$ cat config.mk
export PLATFORM = sky130hd
export DESIGN_NAME = ddo_ctrl
export DESIGN_NICKNAME = d
export VERILOG_FILES = /design/src/design/ddo_pkg.sv /design/src/design/ddo_ctrl.sv
export SDC_FILE = /design/constraint.sdc
export NUM_CORES = 1
export LEC_CHECK = 0
export BUFFER_PORTS_ARGS = -buffer_cell sky130_fd_sc_hd__buf_2
export CAP_MARGIN = 0
export CELL_PAD_IN_SITES_DETAIL_PLACEMENT = 1
export CELL_PAD_IN_SITES_GLOBAL_PLACEMENT = 1
export CORE_UTILIZATION = 47
export DETAILED_ROUTE_END_ITERATION = 8
export PLACE_DENSITY_LB_ADDON = 0.1
export SLEW_MARGIN = 20
export SYNTH_ARGS = -nofsm -noshare
export SYNTH_HDL_FRONTEND = slang
export SYNTH_SLANG_ARGS = --single-unit
$ cat constraint.sdc
create_clock -name aclk -period 3.53 [get_ports aclk]
set_clock_uncertainty 0.1 [all_clocks]
set_input_delay 0.1765 -clock aclk [delete_from_list [all_inputs] [get_ports aclk]]
set_output_delay 0.1765 -clock aclk [all_outputs]
set_load 0.05 [all_outputs]
$ cat src/design/ddo_pkg.sv
// shared constants, types and tables for the wheel odometry block
package ddo_pkg;

    // word widths
    localparam int ANGLE_W = 32;
    localparam int RAD_W   = 16;
    localparam int SEP_W   = 24;
    localparam int CFG_IDX_W = 2;
    localparam int CFG_DAT_W = 32;

    // configuration register indexes
    localparam logic [CFG_IDX_W-1:0] REG_RADIUS = 2'd0;
    localparam logic [CFG_IDX_W-1:0] REG_SEP    = 2'd1;

    // configuration reset values
    localparam logic [RAD_W-1:0] RADIUS_RESET = 16'd2163;
    localparam logic [SEP_W-1:0] SEP_RESET    = 24'd11141;

    // cordic setup
    localparam int CORDIC_STEPS = 24;
    localparam logic signed [33:0] CORDIC_GAIN = 34'sd652032874;

    // radians (Q16.16) to binary angle, scaled by 2^24
    localparam logic signed [39:0] RAD_TO_BA = 40'sd174992710548;
    // microseconds per second
    localparam logic signed [39:0] US_PER_S  = 40'sd1000000;
    // magnitude clamp for the speed numerators, 2^44
    localparam logic [51:0] SPEED_CLAMP = 52'd17592186044416;

    // divider length in quotient bits
    localparam int DIV_BITS = 64;

    // datapath operations
    typedef enum logic [3:0] {
        OP_NONE = 4'd0,
        OP_DS   = 4'd1,
        OP_TH   = 4'd2,
        OP_DTH  = 4'd3,
        OP_BA   = 4'd4,
        OP_COS  = 4'd5,
        OP_PX   = 4'd6,
        OP_PY   = 4'd7,
        OP_HALF = 4'd8,
        OP_VLM  = 4'd9,
        OP_VLD  = 4'd10,
        OP_VAM  = 4'd11,
        OP_VAD  = 4'd12
    } op_t;

    // controller to datapath
    typedef struct packed {
        logic take;
        logic go;
        op_t  op;
        logic finish;
    } cmd_t;

    // datapath to controller
    typedef struct packed {
        logic done;
        logic dt_zero;
        logic out_busy;
    } stat_t;

    // arctangent of 2^-i as binary angle
    function automatic logic [31:0] atan_ba(input logic [4:0] i);
        logic [31:0] v;
        unique case (i)
            5'd0:  v = 32'd536870912;
            5'd1:  v = 32'd316933406;
            5'd2:  v = 32'd167458907;
            5'd3:  v = 32'd85004756;
            5'd4:  v = 32'd42667331;
            5'd5:  v = 32'd21354465;
            5'd6:  v = 32'd10679838;
            5'd7:  v = 32'd5340245;
            5'd8:  v = 32'd2670163;
            5'd9:  v = 32'd1335087;
            5'd10: v = 32'd667544;
            5'd11: v = 32'd333772;
            5'd12: v = 32'd166886;
            5'd13: v = 32'd83443;
            5'd14: v = 32'd41722;
            5'd15: v = 32'd20861;
            5'd16: v = 32'd10430;
            5'd17: v = 32'd5215;
            5'd18: v = 32'd2608;
            5'd19: v = 32'd1304;
            5'd20: v = 32'd652;
            5'd21: v = 32'd326;
            5'd22: v = 32'd163;
            5'd23: v = 32'd81;
            5'd24: v = 32'd41;
            5'd25: v = 32'd20;
            5'd26: v = 32'd10;
            5'd27: v = 32'd5;
            5'd28: v = 32'd3;
            5'd29: v = 32'd1;
            5'd30: v = 32'd1;
            default: v = 32'd0;
        endcase
        return v;
    endfunction

endpackage

$ cat src/design/ddo_ctrl.sv
// sequencer that steps the odometry datapath through one word
module ddo_ctrl
    import ddo_pkg::*;
(
    input  logic  aclk,
    input  logic  aresetn,
    input  logic  s_valid,
    output logic  s_ready,
    input  stat_t st,
    output cmd_t  cmd
);

    typedef enum logic [13:0] {
        ST_IDLE = 14'h0001,
        ST_DS   = 14'h0002,
        ST_TH   = 14'h0004,
        ST_DTH  = 14'h0008,
        ST_BA   = 14'h0010,
        ST_COS  = 14'h0020,
        ST_PX   = 14'h0040,
        ST_PY   = 14'h0080,
        ST_HALF = 14'h0100,
        ST_VLM  = 14'h0200,
        ST_VLD  = 14'h0400,
        ST_VAM  = 14'h0800,
        ST_VAD  = 14'h1000,
        ST_DONE = 14'h2000
    } state_t;

    state_t state_reg, state_next;
    logic   go_reg, go_next;
    op_t    op;

    // next state
    always_comb begin
        state_next = state_reg;
        unique case (state_reg)
            ST_IDLE: if (s_valid) state_next = ST_DS;
            ST_DS:   if (st.done) state_next = ST_TH;
            ST_TH:   if (st.done) state_next = ST_DTH;
            ST_DTH:  if (st.done) state_next = ST_BA;
            ST_BA:   if (st.done) state_next = ST_COS;
            ST_COS:  if (st.done) state_next = ST_PX;
            ST_PX:   if (st.done) state_next = ST_PY;
            ST_PY:   if (st.done) state_next = ST_HALF;
            ST_HALF: if (st.done) state_next = st.dt_zero ? ST_DONE : ST_VLM;
            ST_VLM:  if (st.done) state_next = ST_VLD;
            ST_VLD:  if (st.done) state_next = ST_VAM;
            ST_VAM:  if (st.done) state_next = ST_VAD;
            ST_VAD:  if (st.done) state_next = ST_DONE;
            ST_DONE: if (!st.out_busy) state_next = ST_IDLE;
            default: state_next = ST_IDLE;
        endcase
    end

    // launch a unit on entry to each compute state
    assign go_next = (state_next != state_reg) && (state_next != ST_IDLE) &&
                     (state_next != ST_DONE);

    always_ff @(posedge aclk) begin
        if (!aresetn) begin
            state_reg <= ST_IDLE;
            go_reg    <= 1'b0;
        end else begin
            state_reg <= state_next;
            go_reg    <= go_next;
        end
    end

    // operation per state
    always_comb begin
        unique case (state_reg)
            ST_DS:   op = OP_DS;
            ST_TH:   op = OP_TH;
            ST_DTH:  op = OP_DTH;
            ST_BA:   op = OP_BA;
            ST_COS:  op = OP_COS;
            ST_PX:   op = OP_PX;
            ST_PY:   op = OP_PY;
            ST_HALF: op = OP_HALF;
            ST_VLM:  op = OP_VLM;
            ST_VLD:  op = OP_VLD;
            ST_VAM:  op = OP_VAM;
            ST_VAD:  op = OP_VAD;
            default: op = OP_NONE;
        endcase
    end

    assign s_ready    = (state_reg == ST_IDLE);
    assign cmd.take   = (state_reg == ST_IDLE) && s_valid;
    assign cmd.go     = go_reg;
    assign cmd.op     = op;
    assign cmd.finish = (state_reg == ST_DONE) && !st.out_busy;

endmodule

Word level (Yosys, flattened, before mapping)
Index checks and enable logic that the tools add are counted.

Register bits: 15. Bits in latches: 0. Memory bits (writable): 0. Memory bits (read-only): 0. Input port bits: 6. Word-level logic and storage cells: 41. Memories kept: 0.

$add $sub $neg: 0. Multipliers: 0. Divide/modulo/power cells: 0. Order comparisons: 0. Equal/unequal tests: 17. Shift-type cells: 0. Mux-type cells: 17. Bitwise gates (word level): 0. Reduce and logical (&&, ||, !) cells: 5.

Operators with widths (number): two-way mux 14 bit (15); one-hot mux 14 bit (14 select lines) (1); one-hot mux 4 bit (12 select lines) (1); == test 14 x 1 -> 1 bit (second input constant) (1); == test 14 x 10 -> 1 bit (second input constant) (1); == test 14 x 11 -> 1 bit (second input constant) (1); == test 14 x 12 -> 1 bit (second input constant) (1); == test 14 x 13 -> 1 bit (second input constant) (1); == test 14 bit (second input constant) (1); == test 14 x 2 -> 1 bit (second input constant) (1); == test 14 x 3 -> 1 bit (second input constant) (1); == test 14 x 4 -> 1 bit (second input constant) (1); == test 14 x 5 -> 1 bit (second input constant) (1); == test 14 x 6 -> 1 bit (second input constant) (1); == test 14 x 7 -> 1 bit (second input constant) (1); == test 14 x 8 -> 1 bit (second input constant) (1); == test 14 x 9 -> 1 bit (second input constant) (1); inequality test 14 x 1 -> 1 bit (second input constant) (1); inequality test 14 bit (1); inequality test 14 bit (second input constant) (1); logical AND 1 bit (4); zero test 1 bit (1).

Logic depth before layout (Yosys ltp)
Gate-level depths: netlist of run 1.

Word-level depth: 6. Gate-level depth with buffers: 8.

Worst setup path before layout of run 1
OpenSTA, ideal clock, no wires.

Path kind: register -> register. From: register state_reg[6]. To: register go_reg. Data arrival time: 2.420 ns. Slack: 0.919 ns. Cell stages (with the launch flop): 8. Path buffers: 1. Path through: dfxtp_1 buf_6 nor4_4 nand2_1 o31ai_4 nor4_1 or4b_4 a311oi_1.

Cells in the longest elaborated chain, start to end: 5.

RTL lines: from (decl) (RTL line ddo_ctrl.sv:30) `state_t state_reg, state_next;`; from (signal assigned) (RTL line ddo_ctrl.sv:65) `state_reg <= state_next;`; == test 14 bit, or another cell as far along (RTL line ddo_ctrl.sv:37) `unique case (state_reg)`; one-hot mux 14 bit (14 select lines) (RTL line ddo_ctrl.sv:37); inequality test 14 bit / inequality test 14 x 1 -> 1 bit (equally long branches) (RTL line ddo_ctrl.sv:57) `assign go_next = (state_next != state_reg) && (state_next != ST_IDLE) &&`; logical AND 1 bit (RTL line ddo_ctrl.sv:57); logical AND 1 bit * (RTL line ddo_ctrl.sv:57); to (signal assigned) (RTL line ddo_ctrl.sv:66) `go_reg <= go_next;`; to (decl) (RTL line ddo_ctrl.sv:31) `logic go_reg, go_next;`.

Mark *: on every way between the ends. The rest lies on a longest branch, timed or not. A chain may end at the register's enable or synchronous reset.

==> results of run 1 <==
-- area by class of cell --
type,count,area [µm²]
fillers,443,1495
repair buffers,15,80.08
well taps,44,55.05
flip-flops and latches,15,300.3
clock buffers,4,26.28
inverters,3,11.26
multi-input cells,173,1135
-- where the power goes --
group          switching, µW  internal, µW
combinational            144          69.6
sequential              27.0           178
clock                   75.7          44.2
-- kinds of logic after synthesis --
group / count (synthesis) / share of synthesized area [%]
AOI/OAI and AO/OA: 64 / 29.38
xor gates and xnor gates: 7 / 3.955
and+or+nand+nor: 101 / 39.23
DFF: 15 / 19.37
buffers and inverters: 25 / 7.425
muxes: 1 / 0.6457
-- worst paths after layout --
path	start	end	slack, ns	depth (start not counted)
worst min register to register	state_reg[11]	state_reg[12]	0.56	2
worst min-delay path	aresetn	state_reg[9]	0.11	2
worst max-delay path	state_reg[3]	cmd[0]	0.75	5
worst max register to register	state_reg[3]	go_reg	0.82	6
-- metrics by stage --
stage	hold WS, ns	utilization, %
3_5_place_dp	0.4576	50.97
4_1_cts	0.1263	51.81
2_1_floorplan	0.2297	-
5_1_grt	0.1372	51.81
6_report	0.1081	51.81
3_3_place_gp	0.4543	50.97
-- metal layers --
| metal | GRT usage [%] | routed length [µm] |
|---|---|---|
| met4 | 12.59 | 67 |
| met5 | 0 | 0 |
| met3 | 3.712 | 349 |
| met2 | 48.80 | 2317 |
| met1 | 42.22 | 2252 |
-- layout by cell type (no fill, tap or decap), types with 2 or more instances in the layout --
cell and n:
o211a_1 3, nand4b_1 3, nor3b_1 3, nor4_2 2, o31a_1 2, o211ai_1 3
a22oi_1 2, o21ai_0 23, or3_1 5, a31o_2 2, nor4b_1 3, nand3_2 2
nor4_1 5, nand3b_1 3, nor3_1 11, clkbuf_4 3, nor2b_1 3, nor4_4 2
buf_4 2, and3_1 3, a21oi_1 4, nor2_1 16, o21a_1 4, and2_1 3
dfxtp_1 15, buf_2 13, nand3_1 4, inv_1 3, nand2b_1 3, nand2_1 19
nand4_1 7, o41ai_1 3, xor2_1 6, a21boi_0 2, a221oi_1 2
==> reports/qor.csv, run 1 <==
stage,metric,value,unit
outcome,outcome,finished clean,
yosys,Synth top area share,19.37,%
sta,Setup TNS,0,ns
floorplan,Top Ports,14,
sta,Setup WS post-layout,0.7456,ns
yosys,syn_nets,219,
pwr,Total Power,538.9,µW
clock_network,Clock Tree Root,clkbuf_4,
yosys,Synth Cell Area,1550,µm²
placement,I/O Buffers,13,
grt,first-pass GRT wire length,7.997,mm
finish,share of layout cells above drive strength 1,14.76,%
yosys,Synth area leader,dfxtp_1,
routing,Pre-antenna DRT Iters,4,
yosys,"FF+latch count, synth",15,
sta,fin crit period,2.784,ns
pwr,Worst VDD drop,0.0001056,V
yosys,most common cell in the netlist,o21ai_0,
floorplan,die area,3532,µm²
yosys,number of enable flip-flop cells after synthesis,0,
routing,"antenna viol nets, final",0,
yosys,unique cell type count in the Yosys netlist,57,
floorplan,Die Wd,59.43,µm
pwr,P_leak,0.0006482,µW
critical_path,Slowest cell on crit path,nor4_4,
grt,largest net degree at the start of global routing,34,
floorplan,die height,59.43,µm
finish,Syn-to-layout area delta,3.713,%
critical_path,Crit path largest cell delay,0.64,ns
yosys,asr flop ratio synth,0,%
grt,grt ovf,0,
critical_path,"Largest delay share family, worst path",simple AND/OR/NAND/NOR gates,
grt,vias in the first global route,1575,
critical_path,crit end category,output port,
clock_network,CTS Buf Count,3,
routing,wire per inst,19.63,µm
sta,Max Slew Vio Count,0,
sta,Tcrit/Tclk final,78.88,%
finish,Largest register FFs,14,
clock_network,Clock Sinks,15,
finish,diodes inserted,0,
sta,setup violators final,0,
sta,hold violation count in the final report,0,
placement,DP Worst Slack,0.8661,ns
sta,unrepaired setup endpoints after global routing,false,
finish,Finished Cell Area,1608,µm²
critical_path,CP startpoint kind,flip-flop,
routing,Total Wirelength,4.985,mm
hold_path,worst min path class,in2reg,
yosys,top post-synthesis cells by count,"o21ai_0 (23), nand2_1 (19), nor2_1 (16)",
placement,GPL Wtd Cong,0.9173,
critical_path,Worst EP required,3.25,ns
floorplan,Site Rows,20,
yosys,cell count after synthesis,213,
floorplan,Starting Density,49.96,%
clock_network,"Setup Fix Bufs, Post-CTS",0,
clock_network,H-tree levels,1,
clock_network,CTS Buffer Depth,2,
clock_network,TritonCTS clock tree,built,
placement,hpwl dp,3.526,mm
clock_network,# hold bufs at CTS,0,
yosys,sequential-to-total area share from yosys stat,19.37,%
critical_path,crit-path cells,nor4_4 > nand3_2 > nor4_2 > nor2b_1 > buf_2,
clock_network,worst skew pair latency,0.31,ns
yosys,Post-synth top flop,dfxtp_1,
floorplan,CORE AREA,3103,µm²
routing,Vias,1702,
routing,Iter 0 DRT Violations,100,
finish,fin cells,254,
yosys,Mean Syn Cell Area,7.278,µm²
critical_path,CP Buf/Inv Count,1,
pwr,total power per unit cell area,335.2,nW/µm²
routing,Residual DRC,0,
clock_network,clk slew on worst S/H paths,0.12,ns
critical_path,CP max FO,15,
clock_network,Post-CTS Resized,0,
placement,Post-DP Area,1582,µm²
placement,"number of placed instances, taps included",250,
job,max cap viols,0,
grt,all-layer global routing usage,30.87,%
sta,Worst Max-Slew Pin Slew,0.6834,ns
sta,Fmax,359.1,MHz
critical_path,Setup CP Type,reg2out,
grt,initial antenna violation count,0,
sta,slew margin rel.,54.38,%
routing,via/cell ratio,6.701,
yosys,Area contributors post-synth,"dfxtp_1 (19%), o21ai_0 (7.4%), nand2_1 (4.6%)",
yosys,Yosys warnings,0,
critical_path,critical path arrival,2.51,ns
finish,fin nets,217,
Note: power is estimated with default switching activity, not from simulation.
==> run 2: changes to the inputs <==
--- a/config.mk
+++ b/config.mk
@@ -9,7 +9,7 @@
 export CAP_MARGIN = 0
 export CELL_PAD_IN_SITES_DETAIL_PLACEMENT = 1
 export CELL_PAD_IN_SITES_GLOBAL_PLACEMENT = 1
-export CORE_UTILIZATION = 47
+export CORE_UTILIZATION = 43
 export DETAILED_ROUTE_END_ITERATION = 8
 export PLACE_DENSITY_LB_ADDON = 0.1
 export SLEW_MARGIN = 20
==> constraint.sdc (replaced) <==
create_clock -name aclk -period 2.7 [get_ports aclk]
set_clock_uncertainty 0.1 [all_clocks]
set_input_delay 0.135 -clock aclk [delete_from_list [all_inputs] [get_ports aclk]]
set_output_delay 0.135 -clock aclk [all_outputs]
set_load 0.05 [all_outputs]
==> reports/qor.csv, run 2 (synthesized netlist as in run 1, its figures left out) <==
stage,metric,value,unit,change
critical_path,critical path arrival,2.30,ns,was 2.51 ns
finish,post-layout util,51.75,%,was 51.81%
finish,share of layout cells above drive strength 1,22.03,%,was 14.76%
sta,Tcrit/Tclk final,93.87,%,
routing,Vias,1807,,"was 1,702"
critical_path,CP startpoint kind,flip-flop,,unchanged
critical_path,r2r setup slk,0.20,ns,was 0.82 ns
clock_network,CTS Buffer Depth,2,,unchanged
clock_network,worst skew pair latency,0.30,ns,was 0.31 ns
grt,initial antenna violation count,0,,unchanged
placement,DP Worst Slack,0.1464,ns,was 0.8661 ns
pwr,Power Internal,400.3,µW,was 291.9 µW
floorplan,Die Wd,62.05,µm,was 59.43 µm
sta,Worst Hold Slack,0.09653,ns,was 0.1081 ns
routing,via/cell ratio,6.619,,was 6.701
finish,fin nets,234,,was 217
clock_network,Clock Sinks,15,,unchanged
critical_path,crit end category,output port,,unchanged
job,max cap viols,0,,unchanged
finish,"most common cell after layout, fill and taps aside",o21ai_0,,unchanged
floorplan,die area,3850,µm²,was 3532 µm²
finish,fin cells,273,,was 254
hold_path,worst min path class,in2reg,,unchanged
floorplan,CORE AREA,3390,µm²,was 3103 µm²
grt,first-pass GRT wire length,8.321,mm,was 7.997 mm
routing,Iter 0 DRT Violations,129,,was 100
finish,Layout fillers,439,,was 443
pwr,Worst VDD drop,0.0002355,V,was 0.0001056 V
routing,Residual DRC,0,,unchanged
finish,Finished Cell Area,1754,µm²,was 1608 µm²
sta,fin crit period,2.534,ns,
grt,vias in the first global route,1670,,"was 1,575"
sta,Fmax,394.6,MHz,
finish,Syn-to-layout area delta,13.16,%,was 3.713%
placement,"number of placed instances, taps included",266,,was 250
placement,hpwl dp,4.119,mm,was 3.526 mm
routing,"antenna viol nets, final",0,,unchanged
pwr,logic gate share of total power,46.7,%,was 39.7%
pwr,clock network fraction of total power,18.9,%,was 22.3%
floorplan,Top Ports,14,,unchanged
grt,largest net degree at the start of global routing,34,,unchanged
sta,Max Slew Vio Count,0,,unchanged
placement,I/O Buffers,13,,unchanged
grt,all-layer global routing usage,30.71,%,was 30.87%
sta,setup violators final,0,,unchanged
placement,Post-DP Area,1689,µm²,was 1582 µm²
clock_network,H-tree levels,1,,unchanged
routing,Total Wirelength,5.676,mm,was 4.985 mm
floorplan,Site Rows,21,,was 20
routing,Pre-antenna DRT Iters,4,,unchanged
floorplan,die height,62.05,µm,was 59.43 µm
sta,hold violation count in the final report,0,,unchanged
grt,grt ovf,0,,unchanged
clock_network,Clock Tree Root,clkbuf_4,,unchanged
critical_path,CP max FO,8,,was 15
critical_path,Worst EP required,2.47,ns,was 3.25 ns
pwr,Flop pwr share,34.4,%,was 38.0%
finish,diodes inserted,0,,unchanged
routing,wire per inst,20.79,µm,was 19.63 µm
clock_network,TritonCTS clock tree,built,,unchanged
pwr,P_leak,0.0007386,µW,was 0.0006482 µW
finish,"commonest non-fill, non-tap cells in the layout","o21ai_0 (23), nand2_1 (18), buf_4 (18)",,"was o21ai_0 (23), nand2_1 (19), nor2_1 (16)"
sta,slew margin rel.,60.38,%,was 54.38%
outcome,outcome,finished clean,,unchanged
pwr,switching power,324.9,µW,was 247.0 µW
placement,GPL Wtd Cong,0.9947,,was 0.9173
pwr,total power per unit cell area,413.5,nW/µm²,was 335.2 nW/µm²
sta,Worst Max-Slew Pin Slew,0.5898,ns,was 0.6834 ns
finish,Largest register FFs,14,,unchanged
critical_path,Setup CP Type,reg2out,,unchanged
floorplan,Starting Density,45.74,%,was 49.96%
pwr,sw frac,44.80,%,was 45.84%
clock_network,clk slew on worst S/H paths,0.10,ns,was 0.12 ns
sta,Setup WS post-layout,0.1656,ns,was 0.7456 ns
clock_network,CTS Buf Count,3,,unchanged
-- run 2: cell count changes in the layout (fill, tap and decap cells not counted), sizes merged --
cell and change:
buf +16, clkbuf -1, clkinv +1, nor4 +1
-- run 2: critical path: stages (launching register included) --
cell      delay [ns]
dfxtp_1         0.36
nor4_4          0.59
nand2_1         0.23
nor3_1          0.31
nand2_1         0.12
nand4b_1        0.12
buf_2           0.26
-- run 2: per-stage QoR --
step                      power [µW]  TNS (ns)
after global placement         555.5         0
after floorplan                489.8         0
after detailed placement       563.9         0
after CTS                      704.4         0
final                          725.3         0
after global routing           762.0  -0.01250
-- run 2: what timing repair did --
action,in CTS,in global routing
setup endpoints to repair,0,2
hold buffers,0,0
setup buffers,0,2
gates resized for setup,0,2
-- run 2: power groups by stage --
stage,registers (µW),logic [µW],clock network (µW)
after floorplan,246,244,0
after global placement,250,305,0
after detailed placement,251,313,0
after CTS,246,315,143
after global routing,251,362,149
final,249,338,137
-- run 2: area by class of cell --
| class | count | area (µm²) | share of cell area, % |
|---|---|---|---|
| inverters | 3 | 11.26 | 0.6419 |
| flip-flops and latches | 15 | 300.3 | 17.12 |
| clock inverters | 1 | 5.005 | 0.2853 |
| multi-input cells | 174 | 1157 | 65.98 |
| repair buffers | 31 | 200.2 | 11.41 |
| well taps | 46 | 57.56 | 3.281 |
| clock buffers | 3 | 22.52 | 1.284 |
-- run 2: metal layers --
metal | global-route usage, % | share of wire [%] | vias to the layer above | routed length, µm
li1 | - | - | 840 | -
met5 | 0 | 0 | - | 0
met3 | 7.039 | 9.7 | 12 | 550
met1 | 39.30 | 41 | 858 | 2352
met2 | 51.06 | 47 | 97 | 2666
met4 | 9.524 | 1.9 | 0 | 106
-- run 2: final timing paths --
path | start | endpoint | cells past startpoint
worst max-delay path | state_reg[6] | cmd[1] | 6
worst min-delay path | aresetn | state_reg[7] | 2
worst max register to register | state_reg[6] | go_reg | 6
worst min register to register | state_reg[11] | state_reg[12] | 2
